$ cat src/hw/rtl/rcbp_pkg.sv
`default_nettype none

package rcbp_pkg;

  localparam int unsigned NUM_BUFFERS_DEF = 256;
  localparam int unsigned MAX_BATCH_DEF   = 16;

  localparam int unsigned CNT_BITS = 16;
  localparam logic [CNT_BITS-1:0] REF_MAX = 16'hFFFF;

  typedef enum logic [1:0] {
    OP_ACQUIRE = 2'd0,
    OP_ADD_REF = 2'd1,
    OP_RELEASE = 2'd2,
    OP_RSVD    = 2'd3
  } rcbp_op_t;

  localparam logic [1:0] ST_OK      = 2'd0;
  localparam logic [1:0] ST_INVALID = 2'd1;
  localparam logic [1:0] ST_LIMIT   = 2'd2;
  localparam logic [1:0] ST_REFUSED = 2'd3;

  typedef struct packed {
    logic [1:0] op;
    logic [7:0] buffer_id;
    logic [4:0] count;
  } rcbp_in_t;

  typedef struct packed {
    logic [1:0] status;
    logic [7:0] granted_id;
    logic       freed;
    logic       last;
  } rcbp_out_t;

endpackage

`default_nettype wire

$ cat src/hw/rtl/rcbp_out_reg.sv
`default_nettype none

module rcbp_out_reg
  import rcbp_pkg::*;
(
  input  wire logic      clk,
  input  wire logic      rst_n,
  input  wire logic      load,
  input  wire rcbp_out_t load_data,
  output logic           can_load,
  output logic           out_valid,
  input  wire logic      out_ready,
  output rcbp_out_t      out_data
);

  logic      valid_r, valid_nxt;
  rcbp_out_t data_r;

  assign can_load  = !valid_r || out_ready;
  assign valid_nxt = load || (valid_r && !out_ready);

  always_ff @(posedge clk) begin
    if (!rst_n) begin
      valid_r <= 1'b0;
    end else begin
      valid_r <= valid_nxt;
    end
  end

  always_ff @(posedge clk) begin
    if (load) begin
      data_r <= load_data;
    end
  end

  assign out_valid = valid_r;
  assign out_data  = data_r;

endmodule

`default_nettype wire

$ cat config.mk
export PLATFORM = sky130hd
export DESIGN_NAME = rcbp_out_reg
export DESIGN_NICKNAME = d
export VERILOG_FILES = /design/src/hw/rtl/rcbp_pkg.sv /design/src/hw/rtl/rcbp_out_reg.sv
export SDC_FILE = /design/constraint.sdc
export NUM_CORES = 1
export LEC_CHECK = 0
export BUFFER_PORTS_ARGS = -buffer_cell sky130_fd_sc_hd__buf_2
export CAP_MARGIN = 15
export CORE_AREA = 2 2 39 41
export CTS_CLUSTER_SIZE = 20
export DETAILED_ROUTE_END_ITERATION = 10
export DIE_AREA = 0 0 41 43
export MAX_ROUTING_LAYER = met4
export PLACE_DENSITY = 0.73
export SETUP_SLACK_MARGIN = 0.05
export SYNTH_ARGS = -nofsm -noshare
export SYNTH_HDL_FRONTEND = slang
export SYNTH_SLANG_ARGS = --single-unit
export TNS_END_PERCENT = 50
$ cat constraint.sdc
create_clock -name clk -period 0.8 [get_ports clk]
set_input_delay 0.2 -clock clk [delete_from_list [all_inputs] [get_ports clk]]
set_output_delay 0.2 -clock clk [all_outputs]
set_load 0.01 [all_outputs]
==> run summary, run 1 <==
P_int: 0.00106 W
grt ovf: 0
Worst Hold Endpoint: out_data[6]$_DFFE_PP_
# IOs: 30
final setup margin: -199 ps
combinational power share: 0.104
unrepaired setup endpoints after global routing: yes
DIE AREA: 1760 sq um
GR Util met1: 0.0941
clock latency on the worst-skew pair: 260 ps
via count: 265
drt total wl: 729 microns
final antenna-violating net count: 0
top cell type's share of synthesized area: 0.881
fin nets: 66
layout cells sized above 1: 0.714
Finished Core Util: 0.439
Min-Delay Path Class: in2reg
Starting Density: 0.296
Starting DRT DRC Count: 0
Yosys reg bits: 13
FF-to-FF path depth: 2
cts bufs inserted: 3
drt pass-1 iters: 1
failing checks: setup timing
CTS max path bufs: 2
min Tclk post-route: 999 ps
Worst VDD drop: 0.921 mV
GR peak layer: met2
CTS tree: yes
commonest cells after routing, fill and taps aside: 28 x buf_2, 12 x edfxtp_1, 3 x clkbuf_4
post-route cell area: 608 sq um
syn_nets: 32
GR Layer Usage met3: 0.0314
DR vias/cell: 4.08
f_max: 1000 MHz
Antenna Diode Count: 0
pre-CTS setup slack: -3.46 ps
Mapped Cells: 16
CORE AREA: 1380 sq um
Worst Tran Pin Value: 278 ps
relative slew slack: 0.815
ranking of synthesized cells by area: edfxtp_1 88%, dfxtp_1 4.9%, nand2b_4 3.4%, a21boi_2 2.8%, inv_1 0.92%
wire per inst: 11.2 microns
Setup CP Type: reg2out
Setup Skew: 0 ps
worst path arrival time: 800 ps
GRT Total Usage: 0.0981
sequential fraction of the synthesis area: 0.930
hold path start: load_data[6]
Worst setup SP type: register
cell area after synthesis: 409 sq um
fin. max-slew vios: 0
final setup violating endpoints: 14
met2 usage: 0.150
most common cell after layout, fill and taps aside: buf_2
Area Overhead vs Synth: 48.6%
initial antenna violation count: 0
Distinct cells, synth: 5
htree depth: 1
number of port buffers: 29
Sw Share: 0.203
die width: 41 microns
Clock Power Share: 0.284
sequential share of power: 0.612
r2r endpoint: out_valid$_SDFF_PN0_
TritonCTS Sinks: 13
Cell Rows: 14
placed cell area: 574 sq um
Die Height: 43 microns
CP endpoint kind: output pin
Placer Congestion: 0.575
Required @ worst endpoint: 600 ps
Synth Warn #: 0
flop2flop setup slack: 200 ps
number of global-route vias before repair: 252
post-route clock period utilization: 1.25
Final Hold Vio Count: 0
RR Startpoint: out_valid$_SDFF_PN0_
CTS root buffer: clkbuf_4
largest net degree at the start of global routing: 14
worst hold stages: 1
drt drc: 0
syn_area_per_cell: 25.6 sq um
Worst-path clk slew: 70 ps
first-pass GRT wire length: 993 microns
Max Cap Viol: 0
Pleak: 0.274 nW
Sw Pwr: 0.000270 W
largest area contributor in the netlist: edfxtp_1
Crit Path Max Fanout: 2
status: finished with violations
PwrDens: 2190 nW/um^2
==> layout make-up <==
| type | count | area (sq um) |
|---|---|---|
| Fill cell | 129 | 776 |
| Sequential cell | 13 | 382 |
| Timing Repair Buffer | 29 | 151 |
| Clock buffer | 4 | 26.3 |
| Multi-Input combinational cell | 2 | 25.0 |
| Tap cell | 16 | 20.0 |
| Inverter | 1 | 3.75 |
==> what timing repair did <==
item / in CTS / in global routing
setup endpoints to repair: 14 / 14
hold buffers: 0 / 0
resized for setup: 2 / 0
setup buffers: 0 / 0
pin swaps: 0 / 0
==> power by group through the flow <==
stage	Sequential, W	Combinational (W)	Clock (W)
after global routing	0.000820	0.000153	0.000421
after CTS	0.000816	0.000143	0.000394
final	0.000815	0.000139	0.000378
after global placement	0.000828	0.000134	0
after floorplan	0.000860	0.0000112	0
after detailed placement	0.000831	0.000139	0
==> logic make-up after synthesis <==
group / count (synthesis) / synth area share
AND/OR/NAND/NOR: 1 / 0.0336
buffers and inverters: 1 / 0.00917
flip-flops: 13 / 0.930
AO/OA/AOI/OAI: 1 / 0.0275
==> worst max-delay path: stages, from the launching register on <==
cell      delay [ps]
dfxtp_2          360
nand2b_4          60
buf_6            120
==> cell usage after synthesis <==
library cell and count:
dfxtp_1 1, inv_1 1, edfxtp_1 12, nand2b_4 1, a21boi_2 1
==> worst max-delay path by stage <==
stage,cells after the start,from,end
after global placement,1,load,out_data[1]$_DFFE_PP_
after floorplan,1,out_valid$_SDFF_PN0_,can_load
final,2,out_valid$_SDFF_PN0_,can_load
after CTS,1,out_data[7]$_DFFE_PP_,out_data[7]
after global routing,2,out_valid$_SDFF_PN0_,can_load
after detailed placement,1,load,out_data[10]$_DFFE_PP_
==> per-layer routing <==
layer,vias up,wire length (microns)
met5,-,0
met4,0,7
met3,2,61
met2,17,407
li1,126,-
met1,120,253
==> sequential cells by signal, summed over array words and instances, names as in the netlist <==
signal     flops
out_data      12
out_valid      1
==> per-stage QoR <==
| stage | hold slack, ps | setup TNS [ps] | instances | total power, W |
|---|---|---|---|---|
| global route | 92.0 | -2920 | 65 | 0.00139 |
| CTS | 91.6 | -2610 | 65 | 0.00135 |
| detailed placement | 378 | -38.7 | 61 | 0.000970 |
| floorplan | 299 | 0 | 16 | 0.000872 |
| global placement | 378 | 0 | 61 | 0.000962 |
| finish | 105 | -2380 | 65 | 0.00133 |
(Power assumes the default switching activity.)
==> run 2, diff against run 1 <==
PLACE_DENSITY = 0.71   (was 0.73)
clock period = 0.97 ns   (was 0.8 ns; I/O delays follow)
==> run 2 against run 1 <==
Net effect:
- the flow still finishes with violations (setup timing)
- core utilization grew 0.54 points
- final cell count increased by 1.5%
- setup slack gained 140 ps
- clock-buffer cell count is the same
- die area unchanged
- wire length shrank 12%
- hold slack improved by 50 ps
- combinational power is 17% lower
- sequential share of layout area shrank 0.77 points
- clock skew is the same
- critical path depth stayed put
- largest cell class unchanged
- highest routed layer is now met3
==> run summary, run 2 (synthesized netlist as in run 1, its figures left out) <==
Fin Hold WS: 155 ps (+49.7 ps)
post-route clock period utilization: 1.06
Clock Power Share: 0.279 (-0.005)
Placer Congestion: 0.606 (+5.5%)
CP cell instances: nand2b_4, buf_6
Crit Path Max Fanout: 2 (unchanged)
Die Height: 43 microns (unchanged)
failing checks: setup timing
via count: 265 (unchanged)
relative slew slack: 0.823 (+0.00830)
final setup margin: -54.6 ps (+144 ps)
Cell Rows: 14 (unchanged)
drt pass-1 iters: 2 (+1)
Final Hold Vio Count: 0 (unchanged)
htree depth: 1 (unchanged)
final antenna-violating net count: 0 (unchanged)
commonest cells after routing, fill and taps aside: 28 x buf_2, 12 x edfxtp_1, 3 x clkbuf_4
combinational power share: 0.107 (+0.003)
CTS max path bufs: 2 (unchanged)
Pleak: 0.278 nW (+1.6%)
most common cell after layout, fill and taps aside: buf_2
Antenna Diode Count: 0 (unchanged)
GRT Total Usage: 0.0877 (-0.0104)
Starting DRT DRC Count: 1 (+1)
Max Cap Viol: 0 (unchanged)
Starting Density: 0.296 (unchanged)
cts bufs inserted: 3 (unchanged)
Sw Pwr: 0.000212 W (-21%)
unrepaired setup endpoints after global routing: yes
Required @ worst endpoint: 730 ps (+130 ps)
CORE AREA: 1380 sq um (unchanged)
Finished Core Util: 0.445 (+0.00543)
FILL cells: 136 (+5.4%)
Area Overhead vs Synth: 50.5%
sequential share of power: 0.615 (+0.003)
Sw Share: 0.195 (-0.00770)
Post-CTS Hold Fix Bufs: 0 (unchanged)
f_max: 976 MHz
P_int: 0.000878 W (-17%)
number of port buffers: 29 (unchanged)
CP endpoint kind: output pin
worst path arrival time: 780 ps (-20 ps)
Setup Skew: 0 ps (unchanged)
drt total wl: 638 microns (-12%)
die width: 41 microns (unchanged)
wire per inst: 9.67 microns (-14%)
DR vias/cell: 4.02 (-1.5%)
min Tclk post-route: 1020 ps
clock latency on the worst-skew pair: 260 ps (about the same)
Worst VDD drop: 0.660 mV (-28%)
CTS root buffer: clkbuf_4
dpl hpwl: 527 microns
first-pass GRT wire length: 938 microns (-5.5%)
grt ovf: 0 (unchanged)
number of global-route vias before repair: 237 (-6.0%)
fin. max-slew vios: 0 (unchanged)
CTS tree: yes
CP max stage delay: 350 ps (about the same)
Worst-path clk slew: 70 ps (about the same)
largest net degree at the start of global routing: 14 (unchanged)
drt drc: 0 (unchanged)
fin nets: 67 (+1.5%)
Min-Delay Path Class: in2reg
initial antenna violation count: 0 (unchanged)
Worst Tran Pin Value: 265 ps (-12.5 ps)
# IOs: 30 (unchanged)
slowest cell on the critical path: dfxtp_2
DIE AREA: 1760 sq um (unchanged)
layout cells sized above 1: 0.720 (+0.00571)
TritonCTS Sinks: 13 (unchanged)
max FFs per register: 12 (unchanged)
final setup violating endpoints: 14 (unchanged)
PwrDens: 1770 nW/um^2 (-19%)
status: finished with violations
Worst setup SP type: register
Setup CP Type: reg2out
==> run 2: final timing paths <==
kind                   startpoint                      to  slack (ps)  cells after the start
max          out_valid$_SDFF_PN0_                can_load         -50                      2
min                 load_data[10]  out_data[10]$_DFFE_PP_         150                      1
max reg2reg  out_valid$_SDFF_PN0_    out_valid$_SDFF_PN0_         260                      3
min reg2reg  out_valid$_SDFF_PN0_    out_valid$_SDFF_PN0_         570                      3
==> run 2: metal layers <==
| metal | vias to the layer above | track usage | share of wire |
|---|---|---|---|
| li1 | 128 | - | - |
| met1 | 114 | 0.0877 | 0.34 |
| met2 | 23 | 0.122 | 0.49 |
| met3 | 0 | 0.0681 | 0.17 |
| met4 | 0 | 0.0400 | 0 |
| met5 | - | - | 0 |
==> run 2: critical path: cells and delay by family, from the launching register on <==
| family | cells | cell delay, ps |
|---|---|---|
| DFF | 1 | 350 |
| and+or+nand+nor | 1 | 60 |
| buffers and inverters | 1 | 110 |
==> run 2: metrics by stage <==
stage                     setup WS [ps]  power [W]  cell area (sq um)  setup TNS, ps  cells
after detailed placement            125   0.000795                574              0     61
after global routing               -103    0.00116                616          -1110     66
final                             -54.6    0.00109                616           -420     66
after global placement              129   0.000793                574              0     61
after floorplan                     249   0.000719                409              0     16
after CTS                         -73.3    0.00111                616           -653     66
==> run 2: final cells by class <==
type                    count  area (sq um)  area share
flip-flops and latches     13           382       0.620
repair buffers             30           159       0.258
clock buffers               4          26.3      0.0427
multi-input cells           2          25.0      0.0407
well taps                  16          20.0      0.0325
inverters                   1          3.75     0.00610
==> run 2: power by group through the flow <==
stage	combinational, W	sequential (W)	clock, W
final	0.000116	0.000670	0.000304
after CTS	0.000118	0.000670	0.000326
after global placement	0.000111	0.000682	0
after global routing	0.000129	0.000674	0.000353
after floorplan	0.00000924	0.000710	0
after detailed placement	0.000112	0.000683	0
==> run 2: repair_timing <==
action | 4_1_cts | 5_1_grt
gates cloned | 0 | 0
resized for setup | 2 | 0
buffers inserted | 1 | 0
endpoints found under the setup margin | 14 | 14
==> run 3, diff against run 2 <==
CTS_BUF_LIST = sky130_fd_sc_hd__clkbuf_8   (was default)
==> run 3 against run 2 <==
Net effect:
- the run still ends with setup timing left
- hold slack improved by 30 ps
- clock skew unchanged
- maximum frequency increased by 3.6%
- cell area increased by 3.0%
- global-route usage unchanged
- critical path type unchanged
- highest routed layer unchanged
==> run summary, run 3 (synthesized netlist as in run 1, its figures left out) <==
dpl hpwl: 527 microns (unchanged)
Pleak: 0.290 nW (+4.3%)
TritonCTS Sinks: 13 (unchanged)
most common cell after layout, fill and taps aside: buf_2
drt total wl: 634 microns (-0.63%)
first-pass GRT wire length: 931 microns (-0.75%)
Fin Hold WS: 185 ps (+30.0 ps)
commonest cells after routing, fill and taps aside: 28 x buf_2, 12 x edfxtp_1, 3 x clkbuf_8, 2 x inv_1
Worst VDD drop: 0.662 mV (+0.35%)
placed cell area: 574 sq um (unchanged)
DIE AREA: 1760 sq um (unchanged)
GRT Total Usage: 0.0877 (unchanged)
status: finished with violations
Min-Delay Path Class: in2reg
placed insts: 61 (unchanged)
Max Cap Viol: 0 (unchanged)
CTS root buffer: clkbuf_8
number of global-route vias before repair: 236 (-0.42%)
failing checks: setup timing
fin nets: 67 (unchanged)
DR vias/cell: 3.98 (-0.75%)
Finished Core Util: 0.458 (+0.0136)
post-route cell area: 634 sq um (+3.0%)
CORE AREA: 1380 sq um (unchanged)
drt pass-1 iters: 3 (+1)
Routed met2 length: 313 microns (-0.63%)
cts bufs inserted: 3 (unchanged)
largest net degree at the start of global routing: 14 (unchanged)
die width: 41 microns (unchanged)
CP endpoint kind: output pin
CTS tree: yes
unrepaired setup endpoints after global routing: yes
Post-CTS Hold Fix Bufs: 0 (unchanged)
final antenna-violating net count: 0 (unchanged)
worst path arrival time: 750 ps (-30 ps)
Crit Path Max Fanout: 2 (unchanged)
Starting DRT DRC Count: 1 (unchanged)
grt ovf: 0 (unchanged)
layout cells sized above 1: 0.720 (unchanged)
clock latency on the worst-skew pair: 230 ps (-30 ps)
Starting Density: 0.296 (unchanged)
Final Hold Vio Count: 0 (unchanged)
Cell Rows: 14 (unchanged)
Setup Skew: 0 ps (unchanged)
Required @ worst endpoint: 730 ps (about the same)
wire per inst: 9.61 microns (-0.63%)
Antenna Diode Count: 0 (unchanged)
initial antenna violation count: 0 (unchanged)
non-filler cells, final: 66 (unchanged)
PwrDens: 1930 nW/um^2 (+9.0%)
max FFs per register: 12 (unchanged)
Worst-path clk slew: 50 ps (-20 ps)
htree depth: 1 (unchanged)
min Tclk post-route: 989 ps (-35.2 ps)
CTS max path bufs: 2 (unchanged)
fin. max-slew vios: 0 (unchanged)
setup TNS: -35.9 ps (+384 ps)
Setup CP Type: reg2out
final setup violating endpoints: 4 (-10)
highest metal used: met3
# IOs: 30 (unchanged)
Worst setup SP type: register
relative slew slack: 0.827 (+0.00422)
drt drc: 0 (unchanged)
Area Overhead vs Synth: 55.0%
number of port buffers: 29 (unchanged)
DRT met1 WL: 215 microns (-0.46%)
post-route clock period utilization: 1.02 (-0.0363)
f_max: 1010 MHz (+3.6%)
via count: 263 (-0.75%)
WL met3: 105 microns (-0.94%)
Worst Tran Pin Value: 259 ps (-6.33 ps)
final setup margin: -19.5 ps (+35.2 ps)
Placer Congestion: 0.606 (unchanged)
Die Height: 43 microns (unchanged)
-- run 3: worst max-delay path: stages, from the launching register on --
cell,delay (ps)
dfxtp_2,350
nand2b_4,60
buf_6,110
-- run 3: final timing paths --
kind / startpoint / endpoint / slack [ps] / cells past startpoint
max: out_valid$_SDFF_PN0_ / can_load / -20 / 2
max reg2reg: out_valid$_SDFF_PN0_ / out_valid$_SDFF_PN0_ / 270 / 3
min reg2reg: out_valid$_SDFF_PN0_ / out_valid$_SDFF_PN0_ / 570 / 3
min: load_data[5] / out_data[5]$_DFFE_PP_ / 190 / 1
-- run 3: final cells by class --
type	count	area, sq um
clock buffer	3	41.3
inverter	1	3.75
fill	133	749
clock inverter	1	3.75
tap	16	20.0
timing repair buffer	30	159
sequential	13	382
multi-input combinational	2	25.0
-- run 3: power by group --
group | switching [W] | internal [W]
registers | 0.0000104 | 0.000662
logic | 0.0000565 | 0.0000594
clock network | 0.000160 | 0.000277
-- run 3: metal layers --
layer	GRT usage	vias to the layer above
met4	0.0400	0
met5	-	-
met2	0.122	23
li1	-	127
met3	0.0681	0
met1	0.0877	113
-- run 3: metrics by stage --
stage                     setup WS [ps]  total power [W]
after global placement              129         0.000793
after floorplan                     249         0.000719
final                             -19.5          0.00123
after CTS                         -32.2          0.00125
after detailed placement            125         0.000795
after global routing              -55.6          0.00129
-- run 3: timing repair --
action / in CTS / in global routing
setup endpoints to repair: 14 / 14
setup buffers: 1 / 0
resized for setup: 2 / 0
pin swaps: 0 / 0
